`src/sv/bpks_pkg.sv`:
```
// Shared types, constants and hash function of the bounded probe key set.
package bpks_pkg;

  localparam int unsigned OpBits        = 2;
  localparam int unsigned KeyWidth      = 32;
  localparam int unsigned DefTableSlots = 1024;
  localparam int unsigned DefProbeCount = 4;
  localparam int unsigned DefKeyBits    = 32;
  localparam int unsigned QueueDepth    = 2;
  localparam int unsigned QueuePtrBits  = (QueueDepth > 1) ? $clog2(QueueDepth) : 1;
  localparam int unsigned QueueCntBits  = $clog2(QueueDepth + 1);
  localparam int unsigned HashShiftA    = 6;
  localparam int unsigned HashShiftB    = 3;

  typedef enum logic [OpBits-1:0] {
    OP_INSERT = 2'd0,
    OP_LOOKUP = 2'd1,
    OP_CLEAR  = 2'd2
  } op_e;

  // Classified command as queued between the front and the back.
  typedef enum logic [1:0] {
    CMD_INSERT = 2'd0,
    CMD_LOOKUP = 2'd1,
    CMD_MISS   = 2'd2,
    CMD_CLEAR  = 2'd3
  } cmd_e;

  typedef struct packed {
    cmd_e                cmd;
    logic [KeyWidth-1:0] key;
  } cmd_t;

  typedef struct packed {
    logic                    head_valid;
    logic [QueueCntBits-1:0] count;
  } queue_stat_t;

  typedef struct packed {
    logic sweeping;
    logic pop;
  } back_stat_t;

  function automatic logic [KeyWidth-1:0] hash_of(logic [KeyWidth-1:0] k);
    return (k >> HashShiftA) ^ (k >> HashShiftB);
  endfunction

endpackage

```
`src/sv/bpks_in_if.sv`:
```
// Request channel: valid/ready handshake carrying op and key.
interface bpks_in_if;
  logic                          valid;
  logic                          ready;
  logic [bpks_pkg::OpBits-1:0]   op;
  logic [bpks_pkg::KeyWidth-1:0] key;

  modport source (output valid, output op, output key, input ready);
  modport sink   (input valid, input op, input key, output ready);
endinterface

```
`src/sv/bpks_front.sv`:
```
// Front end: accept requests, classify them and queue commands for the back end.
module bpks_front #(
  parameter int unsigned KEY_BITS = bpks_pkg::DefKeyBits
) (
  input  logic                  clk_i,
  input  logic                  rst_ni,
  bpks_in_if.sink               in_i,
  input  logic                  insert_enable_i,
  output bpks_pkg::cmd_t        head_o,
  input  logic                  pop_i,
  output bpks_pkg::queue_stat_t stat_o
);

  localparam logic [bpks_pkg::KeyWidth-1:0] KeyMask =
    (KEY_BITS >= bpks_pkg::KeyWidth) ? {bpks_pkg::KeyWidth{1'b1}} :
    ((bpks_pkg::KeyWidth'(1) << KEY_BITS) - bpks_pkg::KeyWidth'(1));

  bpks_pkg::cmd_t                        q_mem_q [bpks_pkg::QueueDepth];
  logic [bpks_pkg::QueuePtrBits-1:0]     wr_ptr_q, wr_ptr_d;
  logic [bpks_pkg::QueuePtrBits-1:0]     rd_ptr_q, rd_ptr_d;
  logic [bpks_pkg::QueueCntBits-1:0]     count_q, count_d;
  logic [bpks_pkg::KeyWidth-1:0]         key_m;
  bpks_pkg::cmd_t                        push_cmd;
  logic                                  keep;
  logic                                  accept;
  logic                                  push;

  assign in_i.ready = (count_q != bpks_pkg::QueueCntBits'(bpks_pkg::QueueDepth));
  assign accept     = in_i.valid && in_i.ready;
  assign key_m      = in_i.key & KeyMask;

  // Drop requests that leave no trace: disabled or zero-key inserts, unused op.
  always_comb begin
    keep         = 1'b0;
    push_cmd.key = key_m;
    push_cmd.cmd = bpks_pkg::CMD_LOOKUP;
    case (bpks_pkg::op_e'(in_i.op))
      bpks_pkg::OP_INSERT: begin
        keep         = insert_enable_i && (key_m != '0);
        push_cmd.cmd = bpks_pkg::CMD_INSERT;
      end
      bpks_pkg::OP_LOOKUP: begin
        keep         = 1'b1;
        push_cmd.cmd = (key_m == '0) ? bpks_pkg::CMD_MISS : bpks_pkg::CMD_LOOKUP;
      end
      bpks_pkg::OP_CLEAR: begin
        keep         = 1'b1;
        push_cmd.cmd = bpks_pkg::CMD_CLEAR;
      end
      default: begin
        keep = 1'b0;
      end
    endcase
  end

  assign push = accept && keep;

  always_comb begin
    wr_ptr_d = wr_ptr_q;
    rd_ptr_d = rd_ptr_q;
    count_d  = count_q;
    if (push) begin
      wr_ptr_d = (wr_ptr_q == bpks_pkg::QueuePtrBits'(bpks_pkg::QueueDepth - 1)) ?
                 '0 : wr_ptr_q + 1'b1;
    end
    if (pop_i) begin
      rd_ptr_d = (rd_ptr_q == bpks_pkg::QueuePtrBits'(bpks_pkg::QueueDepth - 1)) ?
                 '0 : rd_ptr_q + 1'b1;
    end
    if (push && !pop_i) begin
      count_d = count_q + 1'b1;
    end else if (!push && pop_i) begin
      count_d = count_q - 1'b1;
    end
  end

  always_ff @(posedge clk_i or negedge rst_ni) begin
    if (!rst_ni) begin
      wr_ptr_q <= '0;
      rd_ptr_q <= '0;
      count_q  <= '0;
    end else begin
      wr_ptr_q <= wr_ptr_d;
      rd_ptr_q <= rd_ptr_d;
      count_q  <= count_d;
    end
  end

  always_ff @(posedge clk_i) begin
    if (push) begin
      q_mem_q[wr_ptr_q] <= push_cmd;
    end
  end

  assign head_o            = q_mem_q[rd_ptr_q];
  assign stat_o.head_valid = (count_q != '0);
  assign stat_o.count      = count_q;

endmodule

```
`src/flat_wrapper.sv`:
```
// flat-port wrapper written by rule: the top's interface ports become plain ports
module bpks_front_flat 
#(
  parameter int unsigned KEY_BITS = bpks_pkg::DefKeyBits
)
  (clk_i, rst_ni, insert_enable_i, head_o, pop_i, stat_o, in_i_valid, in_i_op, in_i_key, in_i_ready);
  bpks_in_if in_i_i ();
  input  logic clk_i;
  input  logic rst_ni;
  input  logic insert_enable_i;
  output bpks_pkg::cmd_t head_o;
  input  logic pop_i;
  output bpks_pkg::queue_stat_t stat_o;
  input wire logic [$bits(in_i_i.valid)-1:0] in_i_valid;
  input wire logic [$bits(in_i_i.op)-1:0] in_i_op;
  input wire logic [$bits(in_i_i.key)-1:0] in_i_key;
  output wire logic [$bits(in_i_i.ready)-1:0] in_i_ready;
  assign in_i_i.valid = in_i_valid;
  assign in_i_i.op = in_i_op;
  assign in_i_i.key = in_i_key;
  assign in_i_ready = in_i_i.ready;
  bpks_front #(.KEY_BITS(KEY_BITS)) u_core (.clk_i(clk_i), .rst_ni(rst_ni), .in_i(in_i_i), .insert_enable_i(insert_enable_i), .head_o(head_o), .pop_i(pop_i), .stat_o(stat_o));
endmodule
```
`config.mk`:
```
export PLATFORM = sky130hd
export DESIGN_NAME = bpks_front_flat
export DESIGN_NICKNAME = d
export VERILOG_FILES = /design/src/sv/bpks_pkg.sv /design/src/sv/bpks_in_if.sv /design/src/sv/bpks_front.sv /design/src/flat_wrapper.sv
export SDC_FILE = /design/constraint.sdc
export NUM_CORES = 1
export LEC_CHECK = 0
export BUFFER_PORTS_ARGS = -buffer_cell sky130_fd_sc_hd__buf_2
export CAP_MARGIN = 40
export CORE_UTILIZATION = 47
export CTS_CLUSTER_SIZE = 8
export DETAILED_ROUTE_END_ITERATION = 10
export GPL_ROUTABILITY_DRIVEN = 0
export PLACE_DENSITY_LB_ADDON = 0.08
export SLEW_MARGIN = 0
export SYNTH_ARGS = -nofsm -noshare
export SYNTH_HDL_FRONTEND = slang
export SYNTH_SLANG_ARGS = --single-unit
```
`constraint.sdc`:
```
create_clock -name clk_i -period 4 [get_ports clk_i]
set_input_delay 0 -clock clk_i [delete_from_list [all_inputs] [get_ports clk_i]]
set_output_delay 0 -clock clk_i [all_outputs]
set_load 0.1 [all_outputs]
```
==> out/results.ini <==
[worst_hold_path]
min_to=u_core.wr_ptr_q
min_path_cells=4
min_path_type=in -> reg
hp-start=insert_enable_i

[drt]
drt_iter0_markers=47
avgRoutedWirePerCell_um=15.3
drt_wl_total_um=5470
drc=0
routed_via_density=5.07
first_pass_iters=4
detail-route-antenna-nets=0
vias=1810

[floorplanning]
die_y_um=80.1
io_pins=77
coreArea_sq_um=5920
die_w_um=80.1
die_area_sq_um=6420
rows=28
start_util=0.485

[run_status]
status=complete, no violations

[worst_setup_path]
cp.arrival_ns=2.75
cp_max_fo=4
rr_endpoint=u_core.q_mem_q[0][33]
regToRegStartpoint=u_core.count_q[1]
r2r_cells=5
worstPathRequired_ns=4.24
ff2ff_setup_slack_ns=1.62
end_kind=register
critPathLaunchType=input port
crit_type=in -> reg

[placement]
hpwl_um=3790
place_area_sq_um=3390
dp_cells=306
port_buffers=76

[cts]
cts_root_buf=clkbuf_8
cts_setup_buffers=0
clock_latency_ns=0.32
h-tree-depth=3
clk_pin_slew_ns=0.07
cts_sinks=72
clockBufferDepth=2
cts_inserted_buffers=9
cts_tree=yes

[yosys]
synth.area.top_cells=edfxtp_1, mux2_2, dfrtp_1
syn_nets=198
synthCells=155
synthesis.area_sq_um=2870
yosys.area.top_type=edfxtp_1
synth_warnings=0
synth_top_area_share=0.711
ys_seq_elements=72
synth_cell_types=25
syn_avg_cell_area_sq_um=18.5
seq_area_frac_synth=0.746

[final_layout]
layoutNonFillerInstCount=357
drive_gt1_frac=0.479
fin_area_sq_um=3970
area_growth_pct=38.4
final_nets=320
diodes=0

[timing]
post-route-period-util=0.626
tightest_slew_ns=0.912
relSlewSlack=0.390
fin_crit_ns=2.50
rsz0062_at_grt=false
finalSetupViolations=0
fmax_ghz=0.400
fin_skew_ns=0.00442
report.final.slew_viol_count=0
hold_viol_final=0

[grt]
grt_pass1_wl_um=8430
grt_overflow=0
grt_pass1_vias=1816
grt_util_all_layers=0.183
antenna_found_initial=0
grt_max_degree=19

[flow_run]
cap_violations=0

==> layer usage <==
metal  track usage  part of all wire  wire length, um  vias to the layer above
met4         0.102             0.011               61                        0
met3        0.0341             0.031              168                        4
met2         0.317              0.53             2920                       42
met1         0.213              0.42             2320                      909
met5             0                 0                0                        -
li1              -                 -                -                      855
==> flip-flops by register name, summed over array words and instances (netlist names) <==
name,cells
u_core.q_mem_q,68
u_core.count_q,2
u_core.rd_ptr_q,1
u_core.wr_ptr_q,1
==> worst max-delay path by stage <==
stage | depth (start not counted) | slack (ns) | start | endpoint
2_1_floorplan | 4 | -1.10 | u_core.count_q[0] | u_core.q_mem_q[0][0]
3_3_place_gp | 5 | 1.72 | u_core.count_q[1] | u_core.q_mem_q[0][14]
3_5_place_dp | 5 | 1.61 | u_core.count_q[1] | u_core.q_mem_q[0][17]
4_1_cts | 9 | 1.59 | in_i_key[14] | u_core.count_q[1]
5_1_grt | 9 | 1.36 | in_i_key[14] | u_core.count_q[1]
6_report | 9 | 1.50 | in_i_key[14] | u_core.count_q[1]
==> cells in the final DEF (no fill, tap or decap), drive strengths merged, types with 3 or more instances in the layout <==
cell type	instances
clkbuf	9
mux2	34
dfrtp	4
ha	4
nor4	9
inv	6
bufinv	3
buf	80
edfxtp	68
dlygate4sd3	35
clkinv	3
xor2	3
==> synth_stat cells <==
library cell	n
ha_1	4
a221oi_1	1
o211ai_1	1
or3b_1	1
nor2_1	2
a211oi_1	2
nor2b_1	2
nor4_1	5
nand2_1	2
o21ai_0	1
nand4_1	2
o21bai_1	1
or3_1	1
buf_2	4
edfxtp_1	68
o32ai_1	1
a21oi_1	2
xor2_1	3
nand2b_1	2
or2_2	1
inv_1	6
mux2_2	34
nor4_2	4
xnor2_1	1
dfrtp_1	4
==> per-stage QoR <==
stage,hold WS [ns],TNS (ns),setup slack (ns),utilization
6_report,0.0729,0,1.50,0.671
5_1_grt,0.0667,0,1.36,0.671
4_1_cts,0.0482,0,1.59,0.671
3_5_place_dp,-0.190,0,1.61,0.572
3_3_place_gp,-0.189,0,1.72,0.570
2_1_floorplan,-0.296,-74.70,-1.10,-
==> area by class of cell <==
class	instances	area (sq um)
well taps	75	93.8
repair buffers	115	768
fillers	416	1950
clock buffers	9	124
flip-flops and latches	72	2140
clock inverters	7	110
multi-input cells	73	711
inverters	6	22.5
==> cell families after synthesis <==
family / share of synthesized area
xor+xnor: 0.0122
simple gates: 0.0541
buf+inv: 0.0148
mux: 0.133
fa+ha+maj: 0.0174
compound gates: 0.0218
flops: 0.746
==> worst max-delay path: stages <==
cell           delay (ns)
dlygate4sd3_1        0.54
buf_2                0.14
nor4_1               0.42
nand4_1              0.31
o21bai_1             0.49
a21oi_1              0.18
ha_1                 0.34
nor2_1               0.15
xor2_1               0.17
==> what timing repair did <==
action / in CTS / in global routing
gates resized for setup: 0 / 0
hold buffers: 35 / 0
hold endpoints to repair: 69 / 0
Power is not shown: default switching activity piles up to over one toggle a cycle in this logic, so the estimate is an artifact.
